**src/hw/rtl/weight_stationary_matmul_defines.svh**
```systemverilog
// weight_stationary_matmul_defines.svh: assertion macros for the matmul block
// depends on: clk and rst being in scope where a macro is used
`ifndef WEIGHT_STATIONARY_MATMUL_DEFINES_SVH
`define WEIGHT_STATIONARY_MATMUL_DEFINES_SVH

// same-cycle property, disabled while in reset
`define WSM_ASSERT(label, prop, msg) \
  label: assert property (@(posedge clk) disable iff (rst) prop) else $error(msg);

// antecedent this cycle, consequent on the next
`define WSM_ASSERT_NEXT(label, ante, cons, msg) \
  label: assert property (@(posedge clk) disable iff (rst) (ante) |=> (cons)) else $error(msg);

`endif

```
**src/hw/rtl/wsm_pkg.sv**
```systemverilog
// wsm_pkg: sizes, register indexes and the queue entry type of the matmul block
// depends on: nothing
package wsm_pkg;

  localparam int MAX_K     = 16;
  localparam int MAX_N     = 16;
  localparam int ELEM_BITS = 32;

  localparam int DEPTH   = MAX_K * MAX_N;
  localparam int ADDR_W  = $clog2(DEPTH);
  localparam int TOT_W   = $clog2(DEPTH + 1);
  localparam int KC_W    = $clog2(MAX_K);
  localparam int KK_W    = $clog2(MAX_K + 1);
  localparam int COL_W   = $clog2(MAX_N);
  localparam int CNT_W   = $clog2(MAX_N + 1);
  localparam int ROW_W   = 16;
  localparam int CFG_KN_W  = 5;
  localparam int CFG_DATA_W = 16;
  localparam int CFG_IDX_W  = 2;

  localparam logic [CFG_IDX_W-1:0] CFG_K_DEPTH = 2'd0;
  localparam logic [CFG_IDX_W-1:0] CFG_N_COLS  = 2'd1;
  localparam logic [CFG_IDX_W-1:0] CFG_M_ROWS  = 2'd2;

  localparam logic CMD_WEIGHT = 1'b0;
  localparam logic CMD_ACT    = 1'b1;

  localparam int QDEPTH = 2;
  localparam int QPTR_W = $clog2(QDEPTH);
  localparam int QCNT_W = $clog2(QDEPTH + 1);

  // one classified item travelling from front to back
  typedef struct packed {
    logic                 is_act;
    logic [ELEM_BITS-1:0] elem;
    logic [ADDR_W-1:0]    addr;
    logic [CNT_W-1:0]     ncols;
    logic                 close_row;
    logic [ROW_W-1:0]     row;
    logic                 last_row;
  } wsm_entry_t;

endpackage

```
**src/hw/rtl/wsm_queue.sv**
```systemverilog
// wsm_queue: two-entry queue of classified items between front and back
// depends on: wsm_pkg, weight_stationary_matmul_defines.svh
`include "weight_stationary_matmul_defines.svh"
module wsm_queue import wsm_pkg::*; (
  input  logic       clk,
  input  logic       rst,
  input  logic       push,
  input  wsm_entry_t push_entry,
  input  logic       pop,
  output wsm_entry_t head,
  output logic       not_empty,
  output logic       full
);

  wsm_entry_t        slots [QDEPTH];
  logic [QPTR_W-1:0] wr_ptr;
  logic [QPTR_W-1:0] rd_ptr;
  logic [QCNT_W-1:0] count;

  assign head      = slots[rd_ptr];
  assign not_empty = (count != '0);
  assign full      = (count == QCNT_W'(QDEPTH));

  always_ff @(posedge clk) begin
    if (push) slots[wr_ptr] <= push_entry;
  end

  always_ff @(posedge clk) begin
    if (rst) begin
      wr_ptr <= '0;
      rd_ptr <= '0;
      count  <= '0;
    end else begin
      if (push) wr_ptr <= (wr_ptr == QPTR_W'(QDEPTH - 1)) ? '0 : wr_ptr + QPTR_W'(1);
      if (pop)  rd_ptr <= (rd_ptr == QPTR_W'(QDEPTH - 1)) ? '0 : rd_ptr + QPTR_W'(1);
      case ({push, pop})
        2'b10:   count <= count + QCNT_W'(1);
        2'b01:   count <= count - QCNT_W'(1);
        default: count <= count;
      endcase
    end
  end

  `WSM_ASSERT(a_pop_not_empty, (pop) |-> (count != '0), "pop from empty queue")
  `WSM_ASSERT(a_push_not_full, (push) |-> (count != QCNT_W'(QDEPTH)), "push into full queue")

endmodule

```
**config.mk**
```make
export PLATFORM = sky130hd
export DESIGN_NAME = wsm_queue
export DESIGN_NICKNAME = d
export VERILOG_FILES = /design/src/hw/rtl/wsm_pkg.sv /design/src/hw/rtl/wsm_queue.sv
export VERILOG_INCLUDE_DIRS = /design/src /design/src/hw/rtl
export SDC_FILE = /design/constraint.sdc
export NUM_CORES = 1
export LEC_CHECK = 0
export BUFFER_PORTS_ARGS = -buffer_cell sky130_fd_sc_hd__buf_2
export CAP_MARGIN = 20
export CORE_MARGIN = 2
export CORE_UTILIZATION = 46
export CTS_CLUSTER_SIZE = 12
export DETAILED_ROUTE_END_ITERATION = 8
export GPL_TIMING_DRIVEN = 0
export PLACE_DENSITY_LB_ADDON = 0.25
export SLEW_MARGIN = 15
export SYNTH_ARGS = -nofsm -noshare
export SYNTH_HDL_FRONTEND = slang
export SYNTH_SLANG_ARGS = --single-unit
export TNS_END_PERCENT = 10
```
**constraint.sdc**
```tcl
create_clock -name clk -period 4.3 [get_ports clk]
set_clock_uncertainty 0.05 [all_clocks]
set_input_delay 0.86 -clock clk [delete_from_list [all_inputs] [get_ports clk]]
set_output_delay 0.86 -clock clk [all_outputs]
set_load 0.1 [all_outputs]
```
==> results.json <==
{
  "wl_microns": 8761,
  "ant_nets": 0,
  "diodes": 0,
  "clkLatencyLatePin_ps": 500,
  "drcViolationCount": 0,
  "start_util_pct": 47.13,
  "holdCritPathClass": "register to register",
  "worstPathRequired_ps": 3390,
  "fin_crit_ps": 2846,
  "end_kind": "output port",
  "rsz0062_at_grt": "false",
  "syn_inst": 221,
  "synth_area_sq_mm": 0.004822,
  "power_density_mw_per_mm2": 607.7,
  "final_cell_mix": "buf_2, edfxtp_1, mux2_2",
  "reg2reg_depth": 3,
  "crit_end": "head[35]",
  "synth_cell_types": 16,
  "grt_usage_pct": 16.00,
  "peakVddDrop_v": 0.0003058,
  "tightest_slew_ps": 591.9,
  "cap_violations": 0,
  "cts_tree": "yes",
  "die_w_microns": 106.4,
  "cts_buffers": 17,
  "ctsResizeCount": 0,
  "status": "completed",
  "synth-seq-cells": 133,
  "r2r_slack_ps": 2690,
  "setup_slack_ps": 1454,
  "dr.pass1.iters": 4,
  "first_global_vias": 2640,
  "htreeDepth": 4,
  "finalSetupViolCount": 0,
  "startpoint_type": "register",
  "area_growth_pct": 33.26,
  "io_buffers": 133,
  "antenna_found_initial": 0,
  "cts_sinks": 133,
  "dieArea_sq_mm": 0.01132,
  "placedCellCount": 494,
  "tns_ps": 0,
  "grt_start_max_net_pins": 40,
  "fin_nets": 446,
  "avgSynthCellArea_sq_um": 21.82,
  "min_path_cells": 2,
  "postCtsSetupRepairBufs": 0,
  "cts_hold_buffers": 0,
  "final_common_cell": "buf_2",
  "clockBufferDepth": 2,
  "grt_pass1_wl_microns": 13380,
  "wl_per_cell_microns": 16.66,
  "drt_first_iter_violations": 97,
  "die_h_microns": 106.4,
  "synth_seq_area_share_pct": 81.79,
  "yosys.area.top_type": "edfxtp_1",
  "path_clk_slew_ps": 60,
  "r2r-end": "slots[0][8]$_DFFE_PP_",
  "pre_cts_slack_ps": 1953,
  "layout.cells.non_filler": 526,
  "synth_nets": 290,
  "synthTopCellsByArea": "edfxtp_1, mux2_2, dfxtp_1",
  "maxSlewViolCount": 0,
  "io-pin-count": 134,
  "hold_slack_ps": 470.1,
  "critPathKind": "register to output port",
  "fin_crit_sh_pct": 66.19,
  "fmax_mhz": 351.3,
  "arrival_ps": 1940,
  "hold_viol": 0,
  "r2r_start": "wr_ptr$_SDFFE_PP0P_",
  "leakagePower_uw": 0.002455,
  "slew-limit-headroom_pct": 60.45,
  "coreArea_sq_mm": 0.01023,
  "synth_top_area_share_pct": 79.71,
  "final_util_pct": 62.81,
  "rows": 37,
  "via_per_inst": 4.817,
  "gr-total-overflow": 0,
  "cts_root_buffer": "clkbuf_8",
  "dp_hpwl_microns": 5821,
  "drive_gt1_share_pct": 62.31,
  "yosysWarnings": 0,
  "vias": 2534,
  "cp_max_fo": 10,
  "routabilityCongestion": 0.6846
}
## worst min path at each step
stage | start | to | slack [ps]
floorplan | count[1]$_SDFFE_PP0P_ | count[1]$_SDFFE_PP0P_ | 410
global placement | count[1]$_SDFFE_PP0P_ | count[1]$_SDFFE_PP0P_ | 430
detailed placement | rd_ptr$_SDFFE_PP0P_ | register | 450
CTS | count[1]$_SDFFE_PP0P_ | count[1]$_SDFFE_PP0P_ | 470
global route | push_entry[37] | slots[0][37]$_DFFE_PP_ | 460
finish | rd_ptr$_SDFFE_PP0P_ | register | 470
## synth_stat cells
cell and n:
and2_1 1, and2b_2 1, or3_1 1, dfxtp_1 5, xnor2_1 3, or2_2 1, edfxtp_1 128, nor2_1 5
buf_2 1, xor2_1 1, mux2_2 64, o21ai_0 1, ha_1 1, a21oi_1 1, inv_1 1, buf_4 6
## final cells by class
cell class	instances	area, sq um
plain buffers	7	50.05
clock buffers	21	459.2
clock inverters	11	196.4
fillers	760	3805
inverters	1	3.754
multi-input cells	80	834.6
flip-flops and latches	133	3944
well taps	136	170.2
repair buffers	137	768.2
## critical path: stages (launching register included)
cell and delay [ps]:
dfxtp_1 300, buf_2 240, buf_4 240, mux2_2 350, buf_2 300
## layer usage
| layer | track usage [%] | routed length, microns | part of all wire [%] |
|---|---|---|---|
| met2 | 26.60 | 4588 | 52 |
| met5 | 0 | 0 | 0 |
| met3 | 6.009 | 611 | 7.0 |
| met4 | 5.639 | 86 | 0.98 |
| met1 | 19.17 | 3473 | 40 |
## registers in the layout (all words and copies together) (netlist names), named ones only
signal	cells
slots	128
rd_ptr	1
count	2
wr_ptr	1
## per-stage QoR
step | area, sq um | power, uW
after detailed placement | 5771 | 2372
final | 6426 | 3905
after CTS | 6426 | 3939
after floorplan | 4822 | 2219
after global placement | 5658 | 2347
after global routing | 6426 | 4027
## where the power goes
group / switching [uW] / internal [uW] / leakage (uW) / total, uW
Combinational: 644 / 164 / 0.000897 / 808
Sequential: 20.2 / 1510 / 0.00124 / 1530
Clock: 516 / 1050 / 0.000315 / 1570
Total: 1180 / 2720 / 0.00245 / 3910
## cell families after synthesis
group | Yosys count | share of synthesized area, %
AND/OR/NAND/NOR | 9 | 0.9604
multiplexers | 64 | 14.95
XOR/XNOR | 4 | 0.7267
flip-flops | 133 | 81.79
adder cells (fa/ha/maj) | 1 | 0.2594
buffers and inverters | 8 | 1.115
AO/OA/AOI/OAI | 2 | 0.2074
Power figures use the tool's default switching activity.
