===== config.mk =====
export PLATFORM = sky130hd
export DESIGN_NAME = wsm_front
export DESIGN_NICKNAME = d
export VERILOG_FILES = /design/src/hw/rtl/weight_stationary_matmul_defines.svh /design/src/hw/rtl/wsm_pkg.sv /design/src/hw/rtl/wsm_front.sv
export SDC_FILE = /design/constraint.sdc
export NUM_CORES = 1
export LEC_CHECK = 0
export BUFFER_PORTS_ARGS = -buffer_cell sky130_fd_sc_hd__clkbuf_2
export CAP_MARGIN = 20
export CORE_MARGIN = 4
export CORE_UTILIZATION = 50
export DETAILED_ROUTE_END_ITERATION = 8
export PLACE_DENSITY = 0.86
export SLEW_MARGIN = 20
export SYNTH_ARGS = -nofsm -noshare
export SYNTH_HDL_FRONTEND = slang
export SYNTH_SLANG_ARGS = --single-unit

===== constraint.sdc =====
create_clock -name clk -period 7.7 [get_ports clk]
set_clock_uncertainty 0.05 [all_clocks]
set_input_delay 0.385 -clock clk [delete_from_list [all_inputs] [get_ports clk]]
set_output_delay 0.385 -clock clk [all_outputs]
set_load 0.05 [all_outputs]

===== src/hw/rtl/weight_stationary_matmul_defines.svh =====
// weight_stationary_matmul_defines.svh: assertion macros for the matmul block
// depends on: clk and rst being in scope where a macro is used
`ifndef WEIGHT_STATIONARY_MATMUL_DEFINES_SVH
`define WEIGHT_STATIONARY_MATMUL_DEFINES_SVH

// same-cycle property, disabled while in reset
`define WSM_ASSERT(label, prop, msg) \
  label: assert property (@(posedge clk) disable iff (rst) prop) else $error(msg);

// antecedent this cycle, consequent on the next
`define WSM_ASSERT_NEXT(label, ante, cons, msg) \
  label: assert property (@(posedge clk) disable iff (rst) (ante) |=> (cons)) else $error(msg);

`endif


===== src/hw/rtl/wsm_pkg.sv =====
// wsm_pkg: sizes, register indexes and the queue entry type of the matmul block
// depends on: nothing
package wsm_pkg;

  localparam int MAX_K     = 16;
  localparam int MAX_N     = 16;
  localparam int ELEM_BITS = 32;

  localparam int DEPTH   = MAX_K * MAX_N;
  localparam int ADDR_W  = $clog2(DEPTH);
  localparam int TOT_W   = $clog2(DEPTH + 1);
  localparam int KC_W    = $clog2(MAX_K);
  localparam int KK_W    = $clog2(MAX_K + 1);
  localparam int COL_W   = $clog2(MAX_N);
  localparam int CNT_W   = $clog2(MAX_N + 1);
  localparam int ROW_W   = 16;
  localparam int CFG_KN_W  = 5;
  localparam int CFG_DATA_W = 16;
  localparam int CFG_IDX_W  = 2;

  localparam logic [CFG_IDX_W-1:0] CFG_K_DEPTH = 2'd0;
  localparam logic [CFG_IDX_W-1:0] CFG_N_COLS  = 2'd1;
  localparam logic [CFG_IDX_W-1:0] CFG_M_ROWS  = 2'd2;

  localparam logic CMD_WEIGHT = 1'b0;
  localparam logic CMD_ACT    = 1'b1;

  localparam int QDEPTH = 2;
  localparam int QPTR_W = $clog2(QDEPTH);
  localparam int QCNT_W = $clog2(QDEPTH + 1);

  // one classified item travelling from front to back
  typedef struct packed {
    logic                 is_act;
    logic [ELEM_BITS-1:0] elem;
    logic [ADDR_W-1:0]    addr;
    logic [CNT_W-1:0]     ncols;
    logic                 close_row;
    logic [ROW_W-1:0]     row;
    logic                 last_row;
  } wsm_entry_t;

endpackage


===== src/hw/rtl/wsm_front.sv =====
// wsm_front: configuration registers, counters and item classification
// depends on: wsm_pkg
module wsm_front import wsm_pkg::*; (
  input  logic                  clk,
  input  logic                  rst,
  input  logic                  cfg_write,
  input  logic [CFG_IDX_W-1:0]  cfg_index,
  input  logic [CFG_DATA_W-1:0] cfg_data,
  input  logic                  accept,
  input  logic                  cmd,
  input  logic signed [31:0]    elem_value,
  output wsm_entry_t            entry
);

  logic [CFG_KN_W-1:0] k_depth;
  logic [CFG_KN_W-1:0] n_cols;
  logic [ROW_W-1:0]    m_rows;

  logic [ADDR_W-1:0] weight_pointer;
  logic [KC_W-1:0]   inner_counter;
  logic [ROW_W-1:0]  row_counter;

  logic [ADDR_W-1:0] weight_pointer_next;
  logic [KC_W-1:0]   inner_counter_next;
  logic [ROW_W-1:0]  row_counter_next;

  logic [KK_W-1:0]   kk;
  logic [CNT_W-1:0]  nn;
  logic [ROW_W-1:0]  mm;
  logic [TOT_W-1:0]  total;
  logic [TOT_W-1:0]  wr_addr;
  logic [TOT_W-1:0]  wr_inc;
  logic [KC_W-1:0]   k_sel;
  logic              close_row;
  logic              last_row;

  always_ff @(posedge clk) begin
    if (rst) begin
      k_depth <= CFG_KN_W'(MAX_K);
      n_cols  <= CFG_KN_W'(MAX_N);
      m_rows  <= ROW_W'(1);
    end else if (cfg_write) begin
      case (cfg_index)
        CFG_K_DEPTH: k_depth <= cfg_data[CFG_KN_W-1:0];
        CFG_N_COLS:  n_cols  <= cfg_data[CFG_KN_W-1:0];
        CFG_M_ROWS:  m_rows  <= cfg_data[ROW_W-1:0];
        default: ;
      endcase
    end
  end

  // clamp the registers to their working ranges
  always_comb begin
    if (k_depth == '0) kk = KK_W'(1);
    else if (k_depth > CFG_KN_W'(MAX_K)) kk = KK_W'(MAX_K);
    else kk = KK_W'(k_depth);
    if (n_cols == '0) nn = CNT_W'(1);
    else if (n_cols > CFG_KN_W'(MAX_N)) nn = CNT_W'(MAX_N);
    else nn = CNT_W'(n_cols);
    mm = (m_rows == '0) ? ROW_W'(1) : m_rows;
  end

  always_comb begin
    total   = TOT_W'(kk * nn);
    wr_addr = (TOT_W'(weight_pointer) >= total) ? '0 : TOT_W'(weight_pointer);
    wr_inc  = wr_addr + TOT_W'(1);
    k_sel   = (KK_W'(inner_counter) >= kk) ? KC_W'(kk - KK_W'(1)) : inner_counter;
    close_row = (KK_W'(k_sel) + KK_W'(1)) >= kk;
    last_row  = row_counter >= (mm - ROW_W'(1));

    weight_pointer_next = weight_pointer;
    inner_counter_next  = inner_counter;
    row_counter_next    = row_counter;
    if (cmd == CMD_WEIGHT) begin
      weight_pointer_next = (wr_inc >= total) ? '0 : ADDR_W'(wr_inc);
      inner_counter_next  = '0;
      row_counter_next    = '0;
    end else if (close_row) begin
      inner_counter_next = '0;
      row_counter_next   = last_row ? '0 : row_counter + ROW_W'(1);
    end else begin
      inner_counter_next = k_sel + KC_W'(1);
    end

    entry.is_act    = (cmd == CMD_ACT);
    entry.elem      = elem_value[ELEM_BITS-1:0];
    entry.addr      = (cmd == CMD_WEIGHT) ? ADDR_W'(wr_addr) : ADDR_W'(k_sel * nn);
    entry.ncols     = nn;
    entry.close_row = close_row;
    entry.row       = row_counter;
    entry.last_row  = last_row;
  end

  always_ff @(posedge clk) begin
    if (rst) begin
      weight_pointer <= '0;
      inner_counter  <= '0;
      row_counter    <= '0;
    end else if (accept) begin
      weight_pointer <= weight_pointer_next;
      inner_counter  <= inner_counter_next;
      row_counter    <= row_counter_next;
    end
  end

endmodule


==> results.py <==
metrics = {
    "finish": {
        "fillers": 880,
        "stdcell_count": 776,
        "final-seq-area_sq_um": 1082,
        "antenna_cells": 0,
        "multi_input_area_sq_um": 3565,
        "nets": 782,
        "syn_to_final_growth_pct": 4.332,
        "drive_gt1_share_pct": 12.29,
    },
    "grt": {
        "grt_max_degree": 30,
        "grt_use_total_pct": 20.02,
        "grt_pass1_wl_um": 19400,
        "grt_pass1_vias": 4198,
        "grt_antenna_before_repair": 0,
        "gr-total-overflow": 0,
    },
    "drt": {
        "viasPerCell": 5.486,
        "ant_nets": 0,
        "vias": 4257,
        "wl_per_cell_um": 14.92,
        "wl_um": 11580,
        "dr.pass1.iters": 5,
        "drc_errors": 0,
        "first_iter_violations": 229,
    },
    "clocking": {
        "clkSlewWorstSetupHoldPaths_ns": 0.10,
        "cts_made_buffers": 5,
        "cts_buffer_depth": 2,
        "clk_latency_ns": 0.31,
        "cts_setup_buffers": 0,
        "clockRootBuffer": "clkbuf_8",
        "cts_tree": "yes",
        "htreeDepth": 2,
        "hold_buffers": 0,
        "cts_sinks": 54,
        "cts_resized": 0,
    },
    "synth": {
        "synth_cell_type_count": 65,
        "synthTopCellsByArea": "dfxtp_1, ha_1, nand2_1",
        "yosysWarnings": 0,
        "synth_nets": 770,
        "synth_top_area_cell": "dfxtp_1",
        "synth.cells.most_frequent": "nand2_1, ha_1, nor2_1",
        "ys_ff_latch": 54,
        "synth_most_common_cell": "nand2_1",
        "synth_edf_count": 0,
        "yosysSeqAreaShare_pct": 21.15,
        "synth-main-ff-cell": "dfxtp_1",
        "synthArstFlopShare_pct": 0,
        "netlist_instances": 631,
        "synth_largest_type_area_fraction_pct": 21.15,
        "synth.avg_cell_area_sq_um": 8.102,
        "syn_area_sq_um": 5112,
    },
    "place": {
        "gp_congestion": 0.9277,
        "io_buffer_count": 54,
        "placed_cells_incl_taps": 769,
        "hpwl_um": 9345,
    },
    "worst_setup_path": {
        "crit_type": "flip-flop to flip-flop",
        "cp.required_ns": 7.91,
        "critPathCaptureType": "flip-flop",
        "cp_data_arrival_time_ns": 7.32,
        "worstSetupStartpointType": "flip-flop",
        "slowest_stage": "fa_1",
        "critPathMaxFanout": 10,
        "reg2reg_depth": 30,
        "critical-path-max-stage-delay_ns": 0.55,
        "path_common_cell": "nand2_1",
    },
    "die": {
        "dieArea_sq_um": 11910,
        "io_pins": 119,
        "initial_core_util_pct": 51.83,
        "die-height_um": 109.1,
        "coreArea_sq_um": 9864,
        "die_x_um": 109.1,
        "rows": 36,
    },
    "pwr": {
        "p_per_area_nw_per_um2": 117.2,
        "leakage_nw": 2.530,
        "peakVddDrop_mv": 0.06957,
    },
    "timing": {
        "fin_crit_ns": 7.105,
        "slew_headroom_pct": 36.83,
        "max_freq_mhz": 140.8,
        "hold_viol": 0,
        "setup_viol": 0,
        "rsz0062_at_grt": "false",
        "worstMarginPinSlew_ns": 0.9455,
        "finalCritPeriodShare_pct": 92.27,
        "setup_tns_ns": 0,
        "hold_ws_ns": 0.2405,
        "slew_violations": 0,
    },
    "status": {
        "status": "finished, final reports clean",
    },
    "hold_path": {
        "hold_depth": 3,
        "hold_path_class": "input pin to flip-flop",
    },
    "job": {
        "drv_cap": 0,
    },
}
## placed cells by master (no fill, tap or decap), drive strengths merged, types with 6 or more instances in the layout
cell type,netlist,routed
a21o,13,13
a21oi,38,38
a22o,6,6
and2,9,9
and3,10,10
clkbuf,11,59
dfxtp,54,54
fa,14,14
ha,70,70
inv,38,38
mux2i,13,13
nand2,82,82
nand2b,15,15
nand3,21,21
nor2,69,69
nor3,6,6
o21ai,18,18
xnor2,27,27
xor2,21,21
## report_power, final
group / switching (mW) / total, mW / internal (mW)
Sequential: 0.00900 / 0.295 / 0.286
Clock: 0.0970 / 0.193 / 0.0959
Combinational: 0.0845 / 0.137 / 0.0524
## worst max-delay path, delay by kind of cell, from the launching register on
| family | cells | cell delay, ns |
|---|---|---|
| fa+ha+maj | 7 | 2.76 |
| compound gates | 11 | 2.02 |
| simple gates | 9 | 1.46 |
| flops | 1 | 0.37 |
| xor+xnor | 1 | 0.24 |
| buf+inv | 2 | 0.12 |
## per-layer routing
| layer | GRT usage, % | vias up | wire, um |
|---|---|---|---|
| li1 | - | 2131 | - |
| met1 | 26.23 | 1996 | 5188 |
| met2 | 34.65 | 99 | 5692 |
| met3 | 2.605 | 31 | 479 |
| met4 | 5.230 | 0 | 221 |
| met5 | 0 | - | 0 |
## layout make-up
type / count / area share [%]
clock buffers: 5 / 1.290
clock inverters: 2 / 0.7272
repair buffers: 54 / 5.067
well taps: 133 / 3.120
inverters: 38 / 2.674
flip-flops and latches: 54 / 20.29
multi-input cells: 490 / 66.83
## stage by stage
stage	power [mW]	utilization (%)	setup slack (ns)	cell area, sq um
detailed placement	0.4371	52.97	0.5737	5225
CTS	0.6268	54.06	0.5008	5333
floorplan	0.4519	-	0.9339	5112
global route	0.6547	54.07	0.1186	5334
global placement	0.4321	52.97	0.8373	5225
finish	0.6249	54.07	0.5954	5334
## worst paths after layout
| path | startpoint | endpoint | slack (ns) |
|---|---|---|---|
| max | k_depth[1]$_SDFFE_PP0P_ | weight_pointer[6]$_SDFFE_PP0P_ | 0.60 |
| min | cfg_data[14] | m_rows[14]$_SDFFE_PP0P_ | 0.24 |
| max reg2reg | k_depth[1]$_SDFFE_PP0P_ | weight_pointer[6]$_SDFFE_PP0P_ | 0.60 |
| min reg2reg | m_rows[15]$_SDFFE_PP0P_ | m_rows[15]$_SDFFE_PP0P_ | 0.44 |
## cells by family (layout without fill, tap and decap cells)
family	after synthesis	in the layout	synth area share, %
simple gates	238	238	21.98
mux	15	15	2.986
fa+ha+maj	85	85	22.83
buf+inv	87	99	9.129
compound gates	104	104	13.56
xor+xnor	48	48	8.370
flops	54	54	21.15
## registers in the layout (all words and copies together) (netlist names)
name,count
m_rows,16
weight_pointer,8
n_cols,5
k_depth,5
row_counter,16
inner_counter,4
Note: power is estimated with default switching activity, not from simulation.
